### config.mk
export PLATFORM = sky130hd
export DESIGN_NAME = framed_transfer_receiver_core
export DESIGN_NICKNAME = d
export VERILOG_FILES = /design/src/rtl/core/ftr_pkg.sv /design/src/rtl/core/ftr_xfer_fsm.sv /design/src/rtl/core/framed_transfer_receiver_core.sv
export SDC_FILE = /design/constraint.sdc
export NUM_CORES = 1
export LEC_CHECK = 0
export CORE_MARGIN = 2
export CORE_UTILIZATION = 45
export CTS_CLUSTER_SIZE = 8
export DETAILED_ROUTE_END_ITERATION = 12
export DONT_BUFFER_PORTS = 1
export PLACE_DENSITY = 0.56
export SYNTH_ARGS = -nofsm -noshare
export SYNTH_HDL_FRONTEND = slang
export SYNTH_SLANG_ARGS = --single-unit
### constraint.sdc
create_clock -name clock -period 14.3 [get_ports clock]
set_clock_uncertainty 0.1 [all_clocks]
set_input_delay 4.29 -clock clock [delete_from_list [all_inputs] [get_ports clock]]
set_output_delay 4.29 -clock clock [all_outputs]
set_load 0.01 [all_outputs]
### src/rtl/core/ftr_pkg.sv
// Shared codes, widths and types for the framed transfer receiver.
`timescale 1ns / 1ps

package ftr_pkg;

   localparam int LENGTH_BYTES_DEFAULT = 4;

   localparam int OP_W    = 2;
   localparam int STATE_W = 3;
   localparam int KIND_W  = 2;
   localparam int PHASE_W = 2;
   localparam int REQ_DATA_W = 16;
   localparam int RSP_DATA_W = 24;

   localparam logic [OP_W-1:0] OP_BYTE    = 2'd0;
   localparam logic [OP_W-1:0] OP_REQUEST = 2'd1;
   localparam logic [OP_W-1:0] OP_CLEAR   = 2'd2;

   localparam logic [STATE_W-1:0] ST_IDLE         = 3'd0;
   localparam logic [STATE_W-1:0] ST_WAITING      = 3'd1;
   localparam logic [STATE_W-1:0] ST_TRANSFERRING = 3'd2;
   localparam logic [STATE_W-1:0] ST_PAUSED       = 3'd3;
   localparam logic [STATE_W-1:0] ST_CANCELLED    = 3'd4;
   localparam logic [STATE_W-1:0] ST_DISCONNECTED = 3'd5;
   localparam logic [STATE_W-1:0] ST_FINISHED     = 3'd6;

   localparam logic [KIND_W-1:0] KIND_STATE   = 2'd0;
   localparam logic [KIND_W-1:0] KIND_PAYLOAD = 2'd1;
   localparam logic [KIND_W-1:0] KIND_EMPTY   = 2'd2;
   localparam logic [KIND_W-1:0] KIND_BAD_LEN = 2'd3;

   localparam logic [PHASE_W-1:0] PH_LENGTH  = 2'd0;
   localparam logic [PHASE_W-1:0] PH_TYPE    = 2'd1;
   localparam logic [PHASE_W-1:0] PH_PAYLOAD = 2'd2;

   typedef struct packed {
      logic [STATE_W-1:0] cur_state;
      logic               state_changed;
      logic               may_pause;
      logic               may_resume;
      logic               may_cancel;
   } xfer_view_type;

endpackage

### src/rtl/core/ftr_xfer_fsm.sv
// Transfer state machine with prior-state tracking and capability flags.
`timescale 1ns / 1ps

module ftr_xfer_fsm (
   input  logic                        clock,
   input  logic                        reset,
   input  logic                        req_en,
   input  logic [ftr_pkg::STATE_W-1:0] req_state,
   output logic [ftr_pkg::STATE_W-1:0] state,
   output ftr_pkg::xfer_view_type      view
);

   logic [ftr_pkg::STATE_W-1:0] state_ff, state_in;
   logic [ftr_pkg::STATE_W-1:0] prior_ff, prior_in;
   logic [ftr_pkg::STATE_W-1:0] granted;

   always_comb begin
      granted = state_ff;
      unique case (state_ff)
         ftr_pkg::ST_IDLE: begin
            if (req_state == ftr_pkg::ST_WAITING) granted = req_state;
         end
         ftr_pkg::ST_WAITING: begin
            if (req_state == ftr_pkg::ST_TRANSFERRING || req_state == ftr_pkg::ST_CANCELLED ||
                req_state == ftr_pkg::ST_PAUSED) granted = req_state;
         end
         ftr_pkg::ST_TRANSFERRING: begin
            if (req_state == ftr_pkg::ST_DISCONNECTED || req_state == ftr_pkg::ST_FINISHED ||
                req_state == ftr_pkg::ST_CANCELLED || req_state == ftr_pkg::ST_PAUSED)
               granted = req_state;
         end
         ftr_pkg::ST_PAUSED: begin
            if (req_state == ftr_pkg::ST_WAITING || req_state == ftr_pkg::ST_TRANSFERRING)
               granted = prior_ff;
            else if (req_state == ftr_pkg::ST_CANCELLED ||
                     req_state == ftr_pkg::ST_DISCONNECTED)
               granted = req_state;
         end
         default: granted = state_ff;
      endcase
   end

   always_comb begin
      state_in = state_ff;
      prior_in = prior_ff;
      if (req_en && req_state != state_ff) begin
         state_in = granted;
         prior_in = state_ff;
      end
   end

   always_ff @(posedge clock) begin
      if (reset) begin
         state_ff <= ftr_pkg::ST_IDLE;
         prior_ff <= ftr_pkg::ST_IDLE;
      end else begin
         state_ff <= state_in;
         prior_ff <= prior_in;
      end
   end

   assign state = state_ff;

   always_comb begin
      view.cur_state     = state_in;
      view.state_changed = (state_in != state_ff);
      view.may_pause     = (state_in == ftr_pkg::ST_WAITING) ||
                           (state_in == ftr_pkg::ST_TRANSFERRING);
      view.may_resume    = (state_in == ftr_pkg::ST_PAUSED);
      view.may_cancel    = (state_in == ftr_pkg::ST_WAITING) ||
                           (state_in == ftr_pkg::ST_TRANSFERRING) ||
                           (state_in == ftr_pkg::ST_PAUSED);
   end

endmodule

### src/rtl/core/framed_transfer_receiver_core.sv
// Top level: input register, length-prefixed packet parser and result register.
`timescale 1ns / 1ps

// Framed transfer receiver.
// The req_ channel carries one transfer per cycle: a stream byte, a state
// change request or a parser clear, selected by req_tuser. Stream bytes form
// packets of a little-endian length, a type byte and that many payload bytes;
// each payload byte leaves on the rsp_ channel with rsp_tlast on the final
// one. A zero length gives one empty-packet transfer, a length with its top
// bit set gives one bad-length transfer. Every state request gives one state
// report. Length and type bytes, clears and dropped bytes give no transfer.
// A transfer lands in the input register at the accepting edge; the result
// register loads from it once the result register is empty or rsp_tready
// is high. Throughput is one transfer per cycle while rsp_tready is high,
// set by the combinational parser update between the two registers.
// When rsp_tready is low the result register holds, the input register fills
// and then req_tready drops until the result is taken.
// Reset returns the transfer state to idle and the parser to length
// collection, and empties both registers.
module framed_transfer_receiver_core #(
   parameter int LENGTH_BYTES = ftr_pkg::LENGTH_BYTES_DEFAULT
) (
   input  logic                           clock,
   input  logic                           reset,
   input  logic                           req_tvalid,
   output logic                           req_tready,
   // [7:0] rx_byte, [10:8] requested_state, [15:11] zero
   input  logic [ftr_pkg::REQ_DATA_W-1:0] req_tdata,
   // [1:0] op
   input  logic [ftr_pkg::OP_W-1:0]       req_tuser,
   output logic                           rsp_tvalid,
   input  logic                           rsp_tready,
   // [2:0] cur_state, [3] state_changed, [4] may_pause, [5] may_resume,
   // [6] may_cancel, [14:7] frame_type, [22:15] payload_byte, [23] zero
   output logic [ftr_pkg::RSP_DATA_W-1:0] rsp_tdata,
   // [1:0] kind
   output logic [ftr_pkg::KIND_W-1:0]     rsp_tuser,
   output logic                           rsp_tlast
);

   localparam int LEN_W = 8 * LENGTH_BYTES;
   localparam int REM_W = LEN_W - 1;
   localparam int CNT_W = (LENGTH_BYTES > 1) ? $clog2(LENGTH_BYTES) : 1;
   localparam logic [CNT_W-1:0] CNT_LAST = CNT_W'(LENGTH_BYTES - 1);

   logic                          in_valid_ff, in_valid_in;
   logic [ftr_pkg::OP_W-1:0]      in_op_ff;
   logic [7:0]                    in_byte_ff;
   logic [ftr_pkg::STATE_W-1:0]   in_req_ff;

   logic [ftr_pkg::PHASE_W-1:0]   phase_ff, phase_in;
   logic [CNT_W-1:0]              cnt_ff, cnt_in;
   logic [LEN_W-1:0]              shift_ff, shift_in;
   logic [REM_W-1:0]              rem_ff, rem_in;
   logic [7:0]                    type_ff, type_in;

   logic                          rsp_valid_ff, rsp_valid_in;
   logic [ftr_pkg::KIND_W-1:0]    rsp_kind_ff, rsp_kind_in;
   logic [ftr_pkg::RSP_DATA_W-1:0] rsp_data_ff, rsp_data_in;
   logic                          rsp_last_ff, rsp_last_in;

   logic                          advance;
   logic                          req_strobe;
   logic [ftr_pkg::STATE_W-1:0]   xfer_state;
   ftr_pkg::xfer_view_type        view;

   logic                          emit;
   logic [ftr_pkg::KIND_W-1:0]    emit_kind;
   logic [7:0]                    emit_type;
   logic [7:0]                    emit_byte;
   logic                          emit_last;
   logic [LEN_W-1:0]              len_full;
   logic [REM_W-1:0]              rem_dec;

   assign advance    = in_valid_ff && (!rsp_valid_ff || rsp_tready);
   assign req_tready = !in_valid_ff || advance;
   assign req_strobe = advance && (in_op_ff == ftr_pkg::OP_REQUEST);

   ftr_xfer_fsm u_xfer_fsm (
      .clock     (clock),
      .reset     (reset),
      .req_en    (req_strobe),
      .req_state (in_req_ff),
      .state     (xfer_state),
      .view      (view)
   );

   assign len_full = shift_ff | (LEN_W'(in_byte_ff) << {cnt_ff, 3'b000});
   assign rem_dec  = rem_ff - REM_W'(1);

   always_comb begin
      phase_in  = phase_ff;
      cnt_in    = cnt_ff;
      shift_in  = shift_ff;
      rem_in    = rem_ff;
      type_in   = type_ff;
      emit      = 1'b0;
      emit_kind = ftr_pkg::KIND_STATE;
      emit_type = 8'd0;
      emit_byte = 8'd0;
      emit_last = 1'b0;
      if (advance) begin
         priority if (in_op_ff == ftr_pkg::OP_REQUEST) begin
            emit = 1'b1;
         end else if (in_op_ff == ftr_pkg::OP_CLEAR) begin
            phase_in = ftr_pkg::PH_LENGTH;
            cnt_in   = '0;
            shift_in = '0;
            rem_in   = '0;
            type_in  = 8'd0;
         end else if (in_op_ff == ftr_pkg::OP_BYTE && xfer_state != ftr_pkg::ST_CANCELLED) begin
            unique case (phase_ff)
               ftr_pkg::PH_TYPE: begin
                  if (rem_ff == '0) begin
                     emit      = 1'b1;
                     emit_kind = ftr_pkg::KIND_EMPTY;
                     emit_type = in_byte_ff;
                     emit_last = 1'b1;
                     phase_in  = ftr_pkg::PH_LENGTH;
                     type_in   = 8'd0;
                  end else begin
                     type_in  = in_byte_ff;
                     phase_in = ftr_pkg::PH_PAYLOAD;
                  end
               end
               ftr_pkg::PH_PAYLOAD: begin
                  emit      = 1'b1;
                  emit_kind = ftr_pkg::KIND_PAYLOAD;
                  emit_type = type_ff;
                  emit_byte = in_byte_ff;
                  emit_last = (rem_dec == '0);
                  if (rem_dec == '0) begin
                     phase_in = ftr_pkg::PH_LENGTH;
                     cnt_in   = '0;
                     shift_in = '0;
                     rem_in   = '0;
                     type_in  = 8'd0;
                  end else begin
                     rem_in = rem_dec;
                  end
               end
               default: begin
                  phase_in = ftr_pkg::PH_LENGTH;
                  if (cnt_ff == CNT_LAST) begin
                     cnt_in   = '0;
                     shift_in = '0;
                     if (len_full[LEN_W-1]) begin
                        emit      = 1'b1;
                        emit_kind = ftr_pkg::KIND_BAD_LEN;
                        rem_in    = '0;
                        type_in   = 8'd0;
                     end else begin
                        rem_in   = len_full[REM_W-1:0];
                        phase_in = ftr_pkg::PH_TYPE;
                     end
                  end else begin
                     cnt_in   = cnt_ff + CNT_W'(1);
                     shift_in = len_full;
                  end
               end
            endcase
         end else begin
            emit = 1'b0;
         end
      end
   end

   always_comb begin
      in_valid_in  = req_tready ? req_tvalid : in_valid_ff;
      rsp_valid_in = advance ? emit : (rsp_valid_ff && !rsp_tready);
      rsp_kind_in  = emit_kind;
      rsp_last_in  = emit_last;
      rsp_data_in  = {1'b0, emit_byte, emit_type, view.may_cancel, view.may_resume,
                      view.may_pause, (in_op_ff == ftr_pkg::OP_REQUEST) && view.state_changed,
                      view.cur_state};
   end

   always_ff @(posedge clock) begin
      if (reset) begin
         in_valid_ff  <= 1'b0;
         rsp_valid_ff <= 1'b0;
         phase_ff     <= ftr_pkg::PH_LENGTH;
         cnt_ff       <= '0;
         shift_ff     <= '0;
         rem_ff       <= '0;
         type_ff      <= 8'd0;
      end else begin
         in_valid_ff  <= in_valid_in;
         rsp_valid_ff <= rsp_valid_in;
         phase_ff     <= phase_in;
         cnt_ff       <= cnt_in;
         shift_ff     <= shift_in;
         rem_ff       <= rem_in;
         type_ff      <= type_in;
      end
   end

   always_ff @(posedge clock) begin
      if (req_tready && req_tvalid) begin
         in_op_ff   <= req_tuser;
         in_byte_ff <= req_tdata[7:0];
         in_req_ff  <= req_tdata[10:8];
      end
      if (advance && emit) begin
         rsp_kind_ff <= rsp_kind_in;
         rsp_data_ff <= rsp_data_in;
         rsp_last_ff <= rsp_last_in;
      end
   end

   assign rsp_tvalid = rsp_valid_ff;
   assign rsp_tuser  = rsp_kind_ff;
   assign rsp_tdata  = rsp_data_ff;
   assign rsp_tlast  = rsp_last_ff;

`ifndef ASSERT_OFF
   assert property (@(posedge clock) disable iff (reset)
      rsp_valid_ff && rsp_kind_ff != ftr_pkg::KIND_STATE |-> !rsp_data_ff[3])
      else $error("state_changed set on a non-report result");

   assert property (@(posedge clock) disable iff (reset)
      rsp_valid_ff && rsp_last_ff |->
         (rsp_kind_ff == ftr_pkg::KIND_PAYLOAD || rsp_kind_ff == ftr_pkg::KIND_EMPTY))
      else $error("last mark on a result that ends no packet");

   assert property (@(posedge clock) disable iff (reset)
      phase_ff == ftr_pkg::PH_PAYLOAD |-> rem_ff != '0)
      else $error("payload phase with no bytes remaining");

   assert property (@(posedge clock) disable iff (reset)
      phase_ff != ftr_pkg::PH_LENGTH |-> cnt_ff == '0 && shift_ff == '0)
      else $error("length collector not cleared outside length phase");

   assert property (@(posedge clock) disable iff (reset)
      advance && in_op_ff == ftr_pkg::OP_BYTE && xfer_state == ftr_pkg::ST_CANCELLED |=>
         !$changed(phase_ff) && !$changed(rem_ff))
      else $error("parser moved on a byte dropped while cancelled");
`endif

endmodule
==> results.sh <==
export IMPL_crit_slowest_cell="nor2b_1"
export IMPL_end_kind="primary output"
export IMPL_first_pass_iters=5
export IMPL_synth_simple_area_share=0.216
export IMPL_gp_congestion=0.889
export IMPL_ys_seq_elements=122
export IMPL_track_usage=0.244
export IMPL_min_to="shift_ff[28]$_SDFFE_PP0P_"
export IMPL_num_rows=43
export IMPL_worst_ep_arrival_time_ps=4610
export IMPL_crit_path_start_kind="input pin"
export IMPL_synth_adder_area_share=0.0180
export IMPL_drt_iter0_markers=435
export IMPL_design_area_sq_um=6960
export IMPL_post_route_drc_count=0
export IMPL_reg2reg_from="rem_ff[14]$_SDFFE_PP0P_"
export IMPL_antenna_found_initial=0
export IMPL_crit_type="input pin to primary output"
export IMPL_fin_util=0.508
export IMPL_crit_family="simple AND/OR/NAND/NOR gates"
export IMPL_dp_hpwl_microns=11400
export IMPL_synthFlopType="dfxtp_1"
export IMPL_finalSetupViolCount=0
export IMPL_holdPathStages=2
export IMPL_rsz0062_at_grt="false"
export IMPL_area_growth_pct=11.3
export IMPL_r2r_setup_slack_ps=9950
export IMPL_synth_top_family_by_area="compound AO/OA/AOI/OAI gates"
export IMPL_yosysWarnings=0
export IMPL_syn_num_nets=740
export IMPL_synthArstFlopShare=0
export IMPL_cts_max_path_buffers=2
export IMPL_start_util=0.456
export IMPL_cap_violations=0
export IMPL_grt_pass1_vias=5193
export IMPL_max_stage_delay_ps=180
export IMPL_drive_gt1_frac=0.0859
export IMPL_worst_slew_pin_slew_ps=1130
export IMPL_syn_area_sq_um=6260
export IMPL_synth_seq_area_share=0.453
export IMPL_synth_area_mux_share=0.00980
export IMPL_final_hold_violation_count=0
export IMPL_leakage_nw=2.43
export IMPL_relSlewSlack=0.250
export IMPL_post_cts_resized=0
export IMPL_die_y_microns=122
export IMPL_cts_buffers=17
export IMPL_finalCritPeriodShare=0.629
export IMPL_powerDensity_nw_per_um2=122
export IMPL_grt_pass1_wl_microns=28000
export IMPL_path_cells="nor2b_1 -> nand2_1"
export IMPL_wl_per_cell_microns=20.0
export IMPL_die_area_sq_um=14900
export IMPL_synth_xor_xnor_area_share=0.0280
export IMPL_diodes=0
export IMPL_fillCellCount=1277
export IMPL_rr_worst_depth=9
export IMPL_cts_sinks=122
export IMPL_overflow=0
export IMPL_cp_required_ps=9910
export IMPL_hold_start="shift_ff[28]$_SDFFE_PP0P_"
export IMPL_critPathBufInv=0
export IMPL_cts_root_buf="clkbuf_16"
export IMPL_cts_hold_buf=0
export IMPL_ant_nets=0
export IMPL_synthCells=709
export IMPL_path_max_fanout=3
export IMPL_finalSetupTns_ps=0
export IMPL_clock_latency_ps=420
export IMPL_synth_edf_count=39
export IMPL_cts_htree_levels=4
export IMPL_vias_per_cell=6.21
export IMPL_clkTransAtPathRegs_ps=50
export IMPL_ir_drop_mv=0.0722
export IMPL_io_buffers=0
export IMPL_syn_area_per_cell_sq_um=8.83
export IMPL_outcome="finished clean"
export IMPL_core_sq_um=13700
export IMPL_maxSlewViolCount=0
export IMPL_grt_max_degree=58
export IMPL_fp_dieW_microns=122
export IMPL_hold_path_class="flop to flop"
export IMPL_wl_microns=17300
export IMPL_placed_cell_area_sq_um=6340
export IMPL_r2r_end="shift_ff[18]$_SDFFE_PP0P_"
export IMPL_max_freq_mhz=111
export IMPL_nNetsFinal=705
export IMPL_io_pins=51
export IMPL_cts_post_setup_buffers_inserted=0
export IMPL_period_minus_slack_ps=9000
export IMPL_yosysUniqueCellTypes=65
export IMPL_cts_tree="yes"
export IMPL_vias=5387
export IMPL_synth_compound_area_frac=0.228
[cell usage in the layout, fill, tap and decap left out, types with 4 or more instances in the layout]
cell type,instances
a31oi_1,6
nor2b_1,7
edfxtp_1,39
a21o_1,5
o32ai_1,5
a22o_1,8
nand3_1,10
nor4_1,11
buf_4,9
o21ai_0,29
nor3b_1,4
and3_1,4
clkbuf_16,18
a21oi_1,64
nor3_1,43
a22oi_1,29
inv_1,14
mux2i_1,5
nand4_1,5
nor2_1,89
and2_1,14
xnor2_1,14
a41oi_1,24
dfxtp_1,83
o31ai_1,6
xor2_1,6
or2_2,5
nand2b_1,7
ha_1,9
o22ai_1,5
nand2_1,29
or4_1,8
or3_1,13
[area by class of cell]
type / count / area, sq um / area share
repair buffers: 9 / 67.6 / 0.00970
clock inverters: 11 / 131 / 0.0189
inverters: 14 / 52.6 / 0.00755
well taps: 180 / 225 / 0.0323
clock buffers: 21 / 492 / 0.0706
flip-flops and latches: 122 / 2830 / 0.407
multi-input cells: 510 / 3160 / 0.454
[power by group]
| group | leakage [nW] | internal (mW) | switching, mW | total, mW |
|---|---|---|---|---|
| clock | 0.297 | 0.282 | 0.160 | 0.442 |
| sequential | 1.04 | 0.362 | 0.00901 | 0.371 |
| combinational | 1.10 | 0.0120 | 0.0240 | 0.0360 |
[cells by family (layout without fill, tap and decap cells)]
group                      Yosys count  after routing
other                                1              1
xor gates and xnor gates            20             20
muxes                                6              6
buffers and inverters               77             55
DFF                                122            122
AOI/OAI and AO/OA                  210            210
adders and majority gates            9              9
and+or+nand+nor                    264            264
[worst max-delay path by stage]
stage | endpoint | slack, ps | cells after the start | startpoint
after floorplan | req_tready | 5350 | 2 | rsp_tready
after global placement | req_tready | 5330 | 2 | rsp_tready
after detailed placement | req_tready | 5310 | 2 | rsp_tready
after CTS | req_tready | 5300 | 2 | rsp_tready
after global routing | req_tready | 5260 | 2 | rsp_tready
final | req_tready | 5300 | 2 | rsp_tready
[worst min-delay path, cell delays in order, from the launching register on]
cell and delay (ps):
dfxtp_1 320, a41oi_1 40, nor2_1 70
[Yosys cell counts, types with 3 or more instances]
library cell,instances,share of area
nor2_1,89,0.053
dfxtp_1,83,0.27
a21oi_1,64,0.051
clkbuf_1,56,0.034
nor3_1,44,0.035
edfxtp_1,39,0.19
a22oi_1,29,0.035
nand2_1,29,0.017
o21ai_0,29,0.023
a41oi_1,24,0.034
and2_1,14,0.014
inv_1,14,0.0084
xnor2_1,14,0.020
or3_1,13,0.013
nor4_1,12,0.012
nand3_1,10,0.0080
ha_1,9,0.018
a22o_1,8,0.011
or4_1,8,0.0096
nand2b_1,7,0.0070
nor2b_1,7,0.0070
o31ai_1,7,0.0084
a31oi_1,6,0.0060
xor2_1,6,0.0084
a21o_1,5,0.0060
buf_1,5,0.0030
mux2i_1,5,0.0080
nand4_1,5,0.0050
o22ai_1,5,0.0050
o32ai_1,5,0.0070
or2_2,5,0.0050
and3_1,4,0.0040
nor3b_1,4,0.0048
a311oi_1,3,0.0042
o2111ai_1,3,0.0042
o31a_1,3,0.0042
or4_4,3,0.0054
[flip-flops by register name, indices dropped and copies added (netlist names)]
signal               cells
cnt_ff                   2
in_byte_ff               8
in_op_ff                 2
in_req_ff                3
in_valid_ff              1
phase_ff                 2
rem_ff                  31
rsp_tdata               23
rsp_tlast                1
rsp_tuser                2
rsp_tvalid               1
shift_ff                32
type_ff                  8
u_xfer_fsm.prior_ff      3
u_xfer_fsm.state         3
[metal layers]
metal / vias to the layer above / global-route usage / routed length, microns
met4: 0 / 0.0891 / 330
met3: 27 / 0.0581 / 989
met2: 176 / 0.366 / 7980
met1: 2618 / 0.342 / 8000
li1: 2566 / - / -
met5: - / 0 / 0
[per-stage QoR]
stage | std cells | hold slack, ps | worst slack [ps] | power, mW
finish | 867 | 370 | 5300 | 0.849
CTS | 867 | 375 | 5300 | 0.856
global placement | 835 | 354 | 5330 | 0.413
global route | 867 | 382 | 5260 | 0.877
detailed placement | 835 | 360 | 5310 | 0.414
floorplan | 709 | 341 | 5350 | 0.405
No activity file was read; power rests on OpenSTA's default activity.
